File: src/rtl/core/vpg_pkg.sv
// ----------------------------------------------------------------------------
// vpg_pkg
// Shared types and constants for the trapezoidal velocity profile generator:
// profile phase codes, register map and register reset values.
// ----------------------------------------------------------------------------
package vpg_pkg;

  // Default fixed-point format (Q4.12)
  localparam int unsigned FRACTION_BITS_DEF = 12;

  // Bus widths
  localparam int unsigned CFG_ADDR_W = 5;
  localparam int unsigned CFG_DATA_W = 32;
  localparam int unsigned SPEED_W    = 16;
  localparam int unsigned LIMIT_W    = 15;
  localparam int unsigned GAIN_W     = 16;
  localparam int unsigned DIST_W     = 16;

  // Profile phase
  typedef enum logic [1:0] {
    PH_ACCEL = 2'd0,
    PH_CONST = 2'd1,
    PH_DECEL = 2'd2
  } phase_t;

  // Register index (byte address / 4)
  typedef enum logic [2:0] {
    REG_MAX_SPEED      = 3'd0,
    REG_MIN_SPEED      = 3'd1,
    REG_ACCEL_PROP     = 3'd2,
    REG_ACCEL_INTEG    = 3'd3,
    REG_BRAKE_GAIN     = 3'd4,
    REG_BRAKE_START    = 3'd5,
    REG_FINAL_APPROACH = 3'd6
  } reg_idx_t;

  // Register reset values
  localparam logic [LIMIT_W-1:0] MAX_SPEED_RST      = 15'd2048;
  localparam logic [LIMIT_W-1:0] MIN_SPEED_RST      = 15'd410;
  localparam logic [GAIN_W-1:0]  ACCEL_PROP_RST     = 16'd2048;
  localparam logic [GAIN_W-1:0]  ACCEL_INTEG_RST    = 16'd2867;
  localparam logic [GAIN_W-1:0]  BRAKE_GAIN_RST     = 16'd12288;
  localparam logic [DIST_W-1:0]  BRAKE_START_RST    = 16'd410;
  localparam logic [DIST_W-1:0]  FINAL_APPROACH_RST = 16'd123;

endpackage

File: src/rtl/core/velocity_profile_generator.sv
// ----------------------------------------------------------------------------
// velocity_profile_generator
// Three-phase (accelerate / constant / decelerate) speed profile for one axis
// with a PI-style ramp, distance-driven braking and an APB register file.
// ----------------------------------------------------------------------------
// Throughput is one beat per clock while results are taken: a beat is captured
// in an input register, and when it advances the two gain multiplies, the sum
// and the clamps run in one combinational pass into the result register, which
// also updates phase, accumulated gap and braking entry speed, so the following
// beat already sees the new state. Result valid rises as the beat moves from the
// input register into the result register. The pass is limited by one 16x16
// multiply followed by a 27-bit add and compare. A held result stalls the input
// only when both registers are full.
module velocity_profile_generator
  import vpg_pkg::*;
#(
  parameter int unsigned FRACTION_BITS = FRACTION_BITS_DEF
) (
  input  logic                  clk,
  input  logic                  rst,
  // Input stream
  input  logic                  s_tvalid,
  output logic                  s_tready,
  input  logic [31:0]           s_tdata,   // [15:0] present_speed, [31:16] distance_left
  input  logic [0:0]            s_tuser,   // [0] start_move
  // Result stream
  output logic                  m_tvalid,
  input  logic                  m_tready,
  output logic [15:0]           m_tdata,   // [15:0] new_speed
  output logic [1:0]            m_tuser,   // [1:0] phase_now
  // Configuration port
  input  logic                  psel,
  input  logic                  penable,
  input  logic                  pwrite,
  input  logic [CFG_ADDR_W-1:0] paddr,
  input  logic [CFG_DATA_W-1:0] pwdata,
  output logic [CFG_DATA_W-1:0] prdata,
  output logic                  pready
);

  localparam int unsigned GAP_W  = FRACTION_BITS + 2;
  localparam int unsigned IPROD_W = GAIN_W + GAP_W;
  localparam int unsigned SUM_W  = 27;
  localparam int unsigned ACC_W  = 18;
  localparam int unsigned DEC_W  = 26;
  localparam logic [GAP_W-1:0] SUM_CAP = GAP_W'(3) << FRACTION_BITS;

  // Configuration registers
  logic [LIMIT_W-1:0] max_speed;
  logic [LIMIT_W-1:0] min_speed;
  logic [GAIN_W-1:0]  accel_prop_gain;
  logic [GAIN_W-1:0]  accel_integral_gain;
  logic [GAIN_W-1:0]  brake_distance_gain;
  logic [DIST_W-1:0]  brake_start_distance;
  logic [DIST_W-1:0]  final_approach_distance;

  logic     cfg_wr;
  reg_idx_t cfg_idx;

  assign pready  = 1'b1;
  assign cfg_wr  = psel && penable && pwrite && pready;
  assign cfg_idx = reg_idx_t'(paddr[4:2]);

  // Write registers; an index beyond the map is dropped
  always_ff @(posedge clk) begin
    if (rst) begin
      max_speed               <= MAX_SPEED_RST;
      min_speed               <= MIN_SPEED_RST;
      accel_prop_gain         <= ACCEL_PROP_RST;
      accel_integral_gain     <= ACCEL_INTEG_RST;
      brake_distance_gain     <= BRAKE_GAIN_RST;
      brake_start_distance    <= BRAKE_START_RST;
      final_approach_distance <= FINAL_APPROACH_RST;
    end else if (cfg_wr) begin
      case (cfg_idx)
        REG_MAX_SPEED:      max_speed               <= pwdata[LIMIT_W-1:0];
        REG_MIN_SPEED:      min_speed               <= pwdata[LIMIT_W-1:0];
        REG_ACCEL_PROP:     accel_prop_gain         <= pwdata[GAIN_W-1:0];
        REG_ACCEL_INTEG:    accel_integral_gain     <= pwdata[GAIN_W-1:0];
        REG_BRAKE_GAIN:     brake_distance_gain     <= pwdata[GAIN_W-1:0];
        REG_BRAKE_START:    brake_start_distance    <= pwdata[DIST_W-1:0];
        REG_FINAL_APPROACH: final_approach_distance <= pwdata[DIST_W-1:0];
        default: ;
      endcase
    end
  end

  // Read back registers
  always_comb begin
    case (cfg_idx)
      REG_MAX_SPEED:      prdata = CFG_DATA_W'(max_speed);
      REG_MIN_SPEED:      prdata = CFG_DATA_W'(min_speed);
      REG_ACCEL_PROP:     prdata = CFG_DATA_W'(accel_prop_gain);
      REG_ACCEL_INTEG:    prdata = CFG_DATA_W'(accel_integral_gain);
      REG_BRAKE_GAIN:     prdata = CFG_DATA_W'(brake_distance_gain);
      REG_BRAKE_START:    prdata = CFG_DATA_W'(brake_start_distance);
      REG_FINAL_APPROACH: prdata = CFG_DATA_W'(final_approach_distance);
      default:            prdata = '0;
    endcase
  end

  // Input register and stage handshake
  logic                      in_valid;
  logic signed [SPEED_W-1:0] in_speed;
  logic [DIST_W-1:0]         in_dist;
  logic                      in_start;
  logic                      advance;

  assign advance  = in_valid && (!m_tvalid || m_tready);
  assign s_tready = !in_valid || advance;

  always_ff @(posedge clk) begin
    if (rst) begin
      in_valid <= 1'b0;
    end else if (s_tready) begin
      in_valid <= s_tvalid;
    end
  end

  always_ff @(posedge clk) begin
    if (s_tvalid && s_tready) begin
      in_speed <= $signed(s_tdata[15:0]);
      in_dist  <= s_tdata[31:16];
      in_start <= s_tuser[0];
    end
  end

  // Profile state
  phase_t                    phase;
  logic [GAP_W-1:0]          gap_sum;
  logic signed [SPEED_W-1:0] brake_entry_speed;

  phase_t                    phase_next;
  logic [GAP_W-1:0]          gap_sum_next;
  logic signed [SPEED_W-1:0] brake_entry_speed_next;
  logic signed [SPEED_W-1:0] speed_next;

  // Datapath terms
  phase_t                    phase_eff;
  logic [GAP_W-1:0]          gap_eff;
  logic signed [SPEED_W:0]   gap_diff;
  logic [SPEED_W-1:0]        gap_abs;
  logic [31:0]               prop_prod;
  logic [IPROD_W-1:0]        integ_prod;
  logic [SUM_W-1:0]          prop_term;
  logic [SUM_W-1:0]          integ_term;
  logic signed [SUM_W-1:0]   accel_sum;
  logic signed [SPEED_W-1:0] accel_speed;
  logic [SPEED_W:0]          headroom;
  logic [ACC_W-1:0]          gap_acc;
  logic                      near_brake;
  logic [31:0]               dist_prod;
  logic signed [DEC_W-1:0]   dec_speed;

  always_comb begin
    // Start flag restarts the profile
    phase_eff = in_start ? PH_ACCEL : phase;
    gap_eff   = in_start ? '0 : gap_sum;

    // Accelerate: PI step on the gap to maximum
    gap_diff   = SPEED_W'(in_speed) - $signed({2'b00, max_speed});
    gap_abs    = gap_diff[SPEED_W] ? SPEED_W'(-gap_diff) : gap_diff[SPEED_W-1:0];
    prop_prod  = accel_prop_gain * gap_abs;
    integ_prod = IPROD_W'(accel_integral_gain) * IPROD_W'(gap_eff);
    prop_term  = SUM_W'(prop_prod >> FRACTION_BITS);
    integ_term = SUM_W'(integ_prod >> FRACTION_BITS);
    accel_sum  = SUM_W'(in_speed) + $signed(prop_term) + $signed(integ_term);
    if (accel_sum > $signed(SUM_W'(max_speed))) begin
      accel_speed = $signed(SPEED_W'(max_speed));
    end else begin
      accel_speed = accel_sum[SPEED_W-1:0];
    end
    // Accumulate the remaining gap, capped
    headroom = (SPEED_W+1)'(max_speed) - (SPEED_W+1)'(accel_speed);
    gap_acc  = ACC_W'(gap_eff) + ACC_W'(headroom);

    near_brake = in_dist < brake_start_distance;

    // Decelerate: speed follows remaining distance
    dist_prod = brake_distance_gain * in_dist;
    dec_speed = $signed(DEC_W'(dist_prod >> FRACTION_BITS));
    if (dec_speed > DEC_W'(brake_entry_speed)) dec_speed = DEC_W'(brake_entry_speed);
    if (dec_speed > $signed(DEC_W'(max_speed))) dec_speed = $signed(DEC_W'(max_speed));
    if (dec_speed < $signed(DEC_W'(min_speed))) dec_speed = $signed(DEC_W'(min_speed));
    if (in_dist < final_approach_distance) dec_speed = $signed(DEC_W'(min_speed));

    // Phase selection
    phase_next             = phase_eff;
    gap_sum_next           = gap_eff;
    brake_entry_speed_next = brake_entry_speed;
    unique case (phase_eff)
      PH_ACCEL: begin
        speed_next   = accel_speed;
        gap_sum_next = (gap_acc > ACC_W'(SUM_CAP)) ? SUM_CAP : gap_acc[GAP_W-1:0];
        if (accel_speed >= $signed(SPEED_W'(max_speed))) begin
          phase_next = PH_CONST;
        end else if (near_brake) begin
          brake_entry_speed_next = accel_speed;
          phase_next             = PH_DECEL;
        end
      end
      PH_CONST: begin
        speed_next = $signed(SPEED_W'(max_speed));
        if (near_brake) begin
          brake_entry_speed_next = $signed(SPEED_W'(max_speed));
          phase_next             = PH_DECEL;
        end
      end
      default: begin
        speed_next = dec_speed[SPEED_W-1:0];
        phase_next = PH_DECEL;
      end
    endcase
  end

  // Commit state on each processed beat
  always_ff @(posedge clk) begin
    if (rst) begin
      phase             <= PH_ACCEL;
      gap_sum           <= '0;
      brake_entry_speed <= '0;
    end else if (advance) begin
      phase             <= phase_next;
      gap_sum           <= gap_sum_next;
      brake_entry_speed <= brake_entry_speed_next;
    end
  end

  // Result register
  always_ff @(posedge clk) begin
    if (rst) begin
      m_tvalid <= 1'b0;
    end else if (advance) begin
      m_tvalid <= 1'b1;
    end else if (m_tready) begin
      m_tvalid <= 1'b0;
    end
  end

  always_ff @(posedge clk) begin
    if (advance) begin
      m_tdata <= speed_next;
      m_tuser <= phase_next;
    end
  end

  // Checks
  a_gap_capped: assert property (@(posedge clk) disable iff (rst)
    gap_sum <= SUM_CAP)
    else $error("accumulated gap above cap");

  a_decel_sticky: assert property (@(posedge clk) disable iff (rst)
    advance && !in_start && phase == PH_DECEL |=> phase == PH_DECEL)
    else $error("left decelerate without start");

  a_const_at_max: assert property (@(posedge clk) disable iff (rst)
    advance && phase_next == PH_CONST |=> m_tdata == SPEED_W'(max_speed))
    else $error("constant phase result not at maximum speed");

  a_stall_cause: assert property (@(posedge clk) disable iff (rst)
    !s_tready |-> in_valid && m_tvalid && !m_tready)
    else $error("input stalled without a full pipeline");

endmodule

File: config.mk
export PLATFORM = sky130hd
export DESIGN_NAME = velocity_profile_generator
export DESIGN_NICKNAME = d
export VERILOG_FILES = /design/src/rtl/core/vpg_pkg.sv /design/src/rtl/core/velocity_profile_generator.sv
export SDC_FILE = /design/constraint.sdc
export NUM_CORES = 2
export LEC_CHECK = 0
export BUFFER_PORTS_ARGS = -buffer_cell sky130_fd_sc_hd__buf_2
export CELL_PAD_IN_SITES_DETAIL_PLACEMENT = 1
export CELL_PAD_IN_SITES_GLOBAL_PLACEMENT = 1
export CORE_ASPECT_RATIO = 1.1
export CORE_MARGIN = 3
export CORE_UTILIZATION = 32
export DETAILED_ROUTE_END_ITERATION = 12
export GPL_TIMING_DRIVEN = 0
export PLACE_DENSITY = 0.57
export SETUP_SLACK_MARGIN = 0.4
export SLEW_MARGIN = 10
export SYNTH_ARGS = -nofsm -noshare
export SYNTH_HDL_FRONTEND = slang
export SYNTH_SLANG_ARGS = --single-unit
export TNS_END_PERCENT = 10
File: constraint.sdc
create_clock -name clk -period 16.3 [get_ports clk]
set_input_delay 2.445 -clock clk [delete_from_list [all_inputs] [get_ports clk]]
set_output_delay 2.445 -clock clk [all_outputs]
set_load 0.01 [all_outputs]
=== Yosys cells after proc, flatten, opt, wreduce, memory -nomap -nowiden ===
Index checks and enable logic that the tools add are counted.

* Bits of input ports: 77
* ROM bits: 0
* Logic and storage cells: 85
* Bits in latches: 0
* Output and inout port bits: 53
* Flip-flop bits (word level): 195
* Memory bits (writable): 0
* Memories: 0

* Multiply operators: 3
* Shifts and indexed selects: 0
* Mux-type cells: 21
* Bitwise logic cells: 0
* $lt $le $gt $ge: 8
* Divide/modulo/power cells: 0
* $add $sub $neg: 6
* Reductions and logical operators: 20
* Eq/ne operators: 10

{| class="wikitable"
|+ Operators by type and width
! cell !! number
|-
| $mux 16 || 7
|-
| $pmux 16 s7 || 1
|-
| $mul 16x16->32 || 2
|-
| $pmux 16 s2 || 2
|-
| $mux 26 || 2
|-
| $mux 14 || 3
|-
| $sub 16x16->17 || 2
|-
| $lt 16x16->1 || 2
|-
| $mul 16x14->30 || 1
|-
| $gt 26x16->1 || 1
|-
| $lt 26x16->1 || 1
|-
| $add 22x19->23 || 1
|-
| $gt 23x16->1 || 1
|-
| $add 16x21->22 || 1
|-
| $gt 21x16->1 || 1
|-
| $add 14x17->18 || 1
|-
| $gt 18x14->1 const B || 1
|-
| $ge 16x16->1 || 1
|-
| $neg 16->16 || 1
|-
| $reduce_and 2->1 || 7
|-
| $eq 3x3->1 const B || 3
|-
| $eq 3x2->1 const B || 2
|-
| $mux 2 || 3
|-
| $ne 2x2->1 const B || 3
|-
| other kinds (11) || 18
|}

=== Longest topological paths before layout ===
* Depth after elaboration: 13
* Depth in mapped cells: 81
* Depth with buffers taken out: 78

=== Worst setup path before layout ===
Ideal clock, no wire load.

* Path kind: register to register
* From: register max_speed[2]
* To: register gap_sum[13]
* Library setup time: 0.120 ns
* Arrival time: 16.218 ns
* Period minus slack after synthesis: 16.338 ns
* Data required time: 16.180 ns
* Path buffers: 5
* Cell stages (with the launch flop): 76
* Slack: -0.038 ns
* Cells stage by stage: dfxtp_1 > clkbuf_1 > inv_1 > ha_1 > nor2b_1 > o21ai_0 > nor3b_1 > nor2_1 > or2_2 > o21bai_1 > or2_2 > a211oi_1 > o2111ai_1 > or4b_1 > a22oi_1 > xor2_1 > buf_2 > nand2_1 > [40 not listed] > nand2_1 > o21a_1 > nor3_1 > a2bb2oi_1 > o32ai_1 > ha_1 > a21oi_1 > o21bai_1 > a21oi_1 > o21bai_1 > a21oi_1 > o31ai_1 > or2_2 > or4_1 > nor2_1 > mux2_2 > o211ai_2 > o31a_1

* Word-level cells in the longest chain between the ends: 13

{| class="wikitable"
|+ RTL lines
! what !! RTL line !! source
|-
| start, declared || velocity_profile_generator.sv:49 || <nowiki>logic [LIMIT_W-1:0] max_speed;</nowiki>
|-
| start signal, assigned || velocity_profile_generator.sv:76 || <nowiki>REG_MAX_SPEED: max_speed <= pwdata[LIMIT_W-1:0];</nowiki>
|-
| $sub 16x16->17 || velocity_profile_generator.sv:161 || <nowiki>gap_diff = SPEED_W'(in_speed) - $signed({2'b00, max_speed});</nowiki>
|-
| $neg 16->16 || velocity_profile_generator.sv:162 || <nowiki>gap_abs = gap_diff[SPEED_W] ? SPEED_W'(-gap_diff) : gap_diff[SPEED_W-1:0];</nowiki>
|-
| $mux 16 || velocity_profile_generator.sv:162 ||
|-
| $mul 16x16->32 || velocity_profile_generator.sv:163 || <nowiki>prop_prod = accel_prop_gain * gap_abs;</nowiki>
|-
| $add 16x21->22 || velocity_profile_generator.sv:167 || <nowiki>accel_sum = SUM_W'(in_speed) + $signed(prop_term) + $signed(integ_term);</nowiki>
|-
| $add 22x19->23 || velocity_profile_generator.sv:167 ||
|-
| $gt 23x16->1 || velocity_profile_generator.sv:168 || <nowiki>if (accel_sum > $signed(SUM_W'(max_speed))) begin</nowiki>
|-
| $mux 16 || velocity_profile_generator.sv:168 ||
|-
| $sub 16x16->17 * || velocity_profile_generator.sv:174 || <nowiki>headroom = (SPEED_W+1)'(max_speed) - (SPEED_W+1)'(accel_speed);</nowiki>
|-
| $add 14x17->18 * || velocity_profile_generator.sv:175 || <nowiki>gap_acc = ACC_W'(gap_eff) + ACC_W'(headroom);</nowiki>
|-
| $gt 18x14->1 || velocity_profile_generator.sv:194 || <nowiki>gap_sum_next = (gap_acc > ACC_W'(SUM_CAP)) ? SUM_CAP : gap_acc[GAP_W-1:0];</nowiki>
|-
| $mux 14 * || velocity_profile_generator.sv:194 ||
|-
| $mux 14 * || velocity_profile_generator.sv:191 || <nowiki>unique case (phase_eff)</nowiki>
|-
| end signal, assigned || velocity_profile_generator.sv:224 || <nowiki>gap_sum <= gap_sum_next;</nowiki>
|-
| end, declared || velocity_profile_generator.sv:130 || <nowiki>logic [GAP_W-1:0] gap_sum;</nowiki>
|}

Mark *: on every way between the ends. The rest lies on a longest branch, timed or not.
A chain may end at the register's enable or synchronous reset.

=== Worst setup path in the final report ===
* From: register in_speed[1]
* To: register gap_sum[13]

* Word-level cells in the longest chain between the ends: 13

{| class="wikitable"
|+ RTL lines
! what !! RTL line !! source
|-
| start, declared || velocity_profile_generator.sv:104 || <nowiki>logic signed [SPEED_W-1:0] in_speed;</nowiki>
|-
| start signal, assigned || velocity_profile_generator.sv:122 || <nowiki>in_speed <= $signed(s_tdata[15:0]);</nowiki>
|-
| $sub 16x16->17 || velocity_profile_generator.sv:161 ||
|-
| $neg 16->16 || velocity_profile_generator.sv:162 ||
|-
| $mux 16 || velocity_profile_generator.sv:162 ||
|-
| $mul 16x16->32 || velocity_profile_generator.sv:163 ||
|-
| $add 16x21->22 * || velocity_profile_generator.sv:167 ||
|-
| $add 22x19->23 * || velocity_profile_generator.sv:167 ||
|-
| $gt 23x16->1 || velocity_profile_generator.sv:168 ||
|-
| $mux 16 * || velocity_profile_generator.sv:168 ||
|-
| $sub 16x16->17 * || velocity_profile_generator.sv:174 ||
|-
| $add 14x17->18 * || velocity_profile_generator.sv:175 ||
|-
| $gt 18x14->1 || velocity_profile_generator.sv:194 ||
|-
| $mux 14 * || velocity_profile_generator.sv:194 ||
|-
| $mux 14 * || velocity_profile_generator.sv:191 ||
|}

Marks and branches as above.

==> results.sh <==
export IMPL_startpoint_type="register"
export IMPL_seq_area_frac_synth_pct=11.4
export IMPL_fin_crit_ps=16180
export IMPL_synth_compound_area_share_pct=11.5
export IMPL_yosysTopAreaCellShare_pct=29.6
export IMPL_cts_tree="yes"
export IMPL_clkTransAtPathRegs_ps=90
export IMPL_cts_buffer_depth=2
export IMPL_design_area_um2=43900
export IMPL_power_density_nw_per_um2=114
export IMPL_drtIter0Drc=1720
export IMPL_clock_sinks=195
export IMPL_die_area_um2=125000
export IMPL_hpwl_um=120000
export IMPL_grt_pass1_wl_um=224000
export IMPL_routed_via_density=5.14
export IMPL_final_cells=6350
export IMPL_syn_to_final_growth_pct=13.7
export IMPL_required_ps=16680
export IMPL_ys_ff_latch=195
export IMPL_max_slew_worst_pin_slew_ps=1380
export IMPL_n_fill_cell=14200
export IMPL_synth_warnings=0
export IMPL_ir_drop_uv=109
export IMPL_outcome="completed"
export IMPL_drtAntennaViolNets=0
export IMPL_drc=0
export IMPL_synthAdderAreaFrac_pct=44.3
export IMPL_finalCritPeriodShare_pct=99.3
export IMPL_wl_per_cell_um=23.4
export IMPL_max_freq_mhz=61.8
export IMPL_critPathMaxFanout=6
export IMPL_final_core_util_pct=36.7
export IMPL_post_dp_cell_area_um2=41200
export IMPL_netlist_instances=4557
export IMPL_reg2reg_from="in_speed[1]$_DFFE_PP_"
export IMPL_setup_viol=0
export IMPL_wirelength_um=148000
export IMPL_setup_worst_path_class="register to register"
export IMPL_layout_common_cells="773 x nand2_1, 722 x inv_1, 567 x fa_1"
export IMPL_critPathMaxStageDelay_ps=580
export IMPL_pin_count=130
export IMPL_holdPathStages=2
export IMPL_clk_latency_ps=500
export IMPL_r2r_cells=76
export IMPL_grt_pass1_vias=35300
export IMPL_dr_pass1_iters=5
export IMPL_synth_edf_count=51
export IMPL_ys_flop_type="dfxtp_1"
export IMPL_grt_use_total_pct=24.0
export IMPL_muxShareOfSynthArea_pct=2.21
export IMPL_whs_endpoint="final_approach_distance[10]$_SDFFE_PP0P_"
export IMPL_worstPathArrival_ps=16560
export IMPL_gp_congestion=0.876
export IMPL_coreArea_um2=120000
export IMPL_synth_top_family_by_area="adder cells"
export IMPL_antenna_found_initial=6
export IMPL_yosys_area_top_type="fa_1"
export IMPL_power_w=0.00501
export IMPL_syn_avg_cell_area_um2=8.48
export IMPL_max_cap_violations=0
export IMPL_yosysUniqueCellTypes=93
export IMPL_worstSetupStartpoint="in_speed[1]$_DFFE_PP_"
export IMPL_synth_async_reset_ratio_pct=0
export IMPL_slowest_stage="or4b_4"
export IMPL_crit_path_end_kind="register"
export IMPL_r2r_end="gap_sum[13]$_SDFFE_PP0P_"
export IMPL_num_rows=133
export IMPL_synth_xor_area_share_pct=2.90
export IMPL_cts_buffers=17
export IMPL_initial_core_util_pct=32.3
export IMPL_dieWidth_um=337
export IMPL_grt_overflow_total=0
export IMPL_hold_start="final_approach_distance[10]$_SDFFE_PP0P_"
export IMPL_placed_cells=6218
export IMPL_vias=32600
export IMPL_synth_area_top_cells="fa_1 30%, ha_1 15%, nand2_1 7.6%"
export IMPL_fin_skew_ps=20.3
export IMPL_grt_max_degree=19
export IMPL_fin_hold_ws_ps=466
export IMPL_rsz0062_at_grt="yes"
export IMPL_hold_viol=0
export IMPL_final_nets=5881
export IMPL_die_y_um=370
export IMPL_synth_simple_gate_area_share_pct=18.1
export IMPL_slew_headroom_pct=7.70
export IMPL_h_tree_depth=4
export IMPL_post_route_cells_drive_above_1_share_pct=11.4
export IMPL_holdBufCountCts=0
export IMPL_hp_class="register to register"
export IMPL_port_buffers=92
export IMPL_layout_commonest_cell="nand2_1"
export IMPL_r2r_slack_ps=120
export IMPL_clockRootBuffer="clkbuf_16"
export IMPL_leakage_nw=20.9
export IMPL_timing_max_transition_violations_final=0
export IMPL_syn_area_um2=38600
export IMPL_cpMostUsedCell="fa_1"
==> cell usage after synthesis (all sizes together), types with 38 or more instances <==
| cell | n |
|---|---|
| nand2 | 777 |
| inv | 733 |
| fa | 571 |
| ha | 450 |
| and2 | 284 |
| a21oi | 222 |
| nor2 | 192 |
| clkbuf | 190 |
| dfxtp | 144 |
| o21ai | 140 |
| xnor2 | 87 |
| a21o | 69 |
| mux2i | 55 |
| edfxtp | 51 |
| nor2b | 47 |
| nand3 | 38 |
==> layer usage <==
metal	track usage (%)	part of all wire, %
met1	31.7	45
met2	41.5	49
met3	1.92	3.0
met4	7.35	3.4
met5	0	0
==> what timing repair did <==
item,in CTS,in global routing
resized for setup,254,93
cloned,1,0
setup buffers,76,21
pin swaps,101,65
setup endpoints to repair,50,43
==> registers in the layout (all words and copies together) (netlist names), 14 cells and up <==
| name | cells |
|---|---|
| gap_sum | 14 |
| brake_start_distance | 16 |
| min_speed | 15 |
| accel_prop_gain | 16 |
| final_approach_distance | 16 |
| brake_distance_gain | 16 |
| in_dist | 16 |
| max_speed | 15 |
| in_speed | 16 |
| brake_entry_speed | 16 |
| m_tdata | 16 |
| accel_integral_gain | 16 |
==> critical path, delay by kind of cell (launching register included) <==
family | cells | cell delay [ps]
adder cells (fa/ha/maj) | 14 | 5150
buffers and inverters | 11 | 1180
AO/OA/AOI/OAI | 31 | 5680
AND/OR/NAND/NOR | 17 | 3010
XOR/XNOR | 2 | 350
multiplexers | 1 | 200
flip-flops | 1 | 490
==> kinds of logic after synthesis <==
group | after synthesis
AO/OA/AOI/OAI | 672
XOR/XNOR | 123
adder cells (fa/ha/maj) | 1026
buffers and inverters | 958
flip-flops | 195
multiplexers | 76
other | 2
AND/OR/NAND/NOR | 1505
==> how the worst max path moves through the flow <==
stage,to,slack (ps),cells after the start
2_1_floorplan,gap_sum[13]$_SDFFE_PP0P_,400,77
3_3_place_gp,gap_sum[1]$_SDFFE_PP0P_,-4140,75
3_5_place_dp,gap_sum[5]$_SDFFE_PP0P_,-4210,75
4_1_cts,gap_sum[13]$_SDFFE_PP0P_,100,75
5_1_grt,gap_sum[13]$_SDFFE_PP0P_,-670,78
6_report,gap_sum[13]$_SDFFE_PP0P_,120,76
==> metrics by stage <==
step	setup TNS [ps]	worst slack (ps)
after global routing	-13630	-672
after global placement	-95770	-4140
after detailed placement	-98880	-4210
after CTS	0	96.5
final	0	121
after floorplan	0	401
==> cell type report <==
type	count	area [um2]	area share, %
multi-input cells	3419	31700	72.2
repair buffers	192	1250	2.86
plain buffers	224	1150	2.62
inverters	734	2790	6.35
well taps	1552	1940	4.42
flip-flops and latches	195	4440	10.1
clock buffers	22	507	1.15
clock inverters	10	129	0.294
diodes	2	5.00	0.0114
==> report_power, final <==
group / switching (W) / leakage, nW / internal, W
clock: 0.000229 / 0.312 / 0.000256
combinational: 0.00239 / 18.9 / 0.00155
sequential: 0.0000383 / 1.66 / 0.000549
total: 0.00266 / 20.9 / 0.00235
Note: power is estimated with default switching activity, not from simulation.
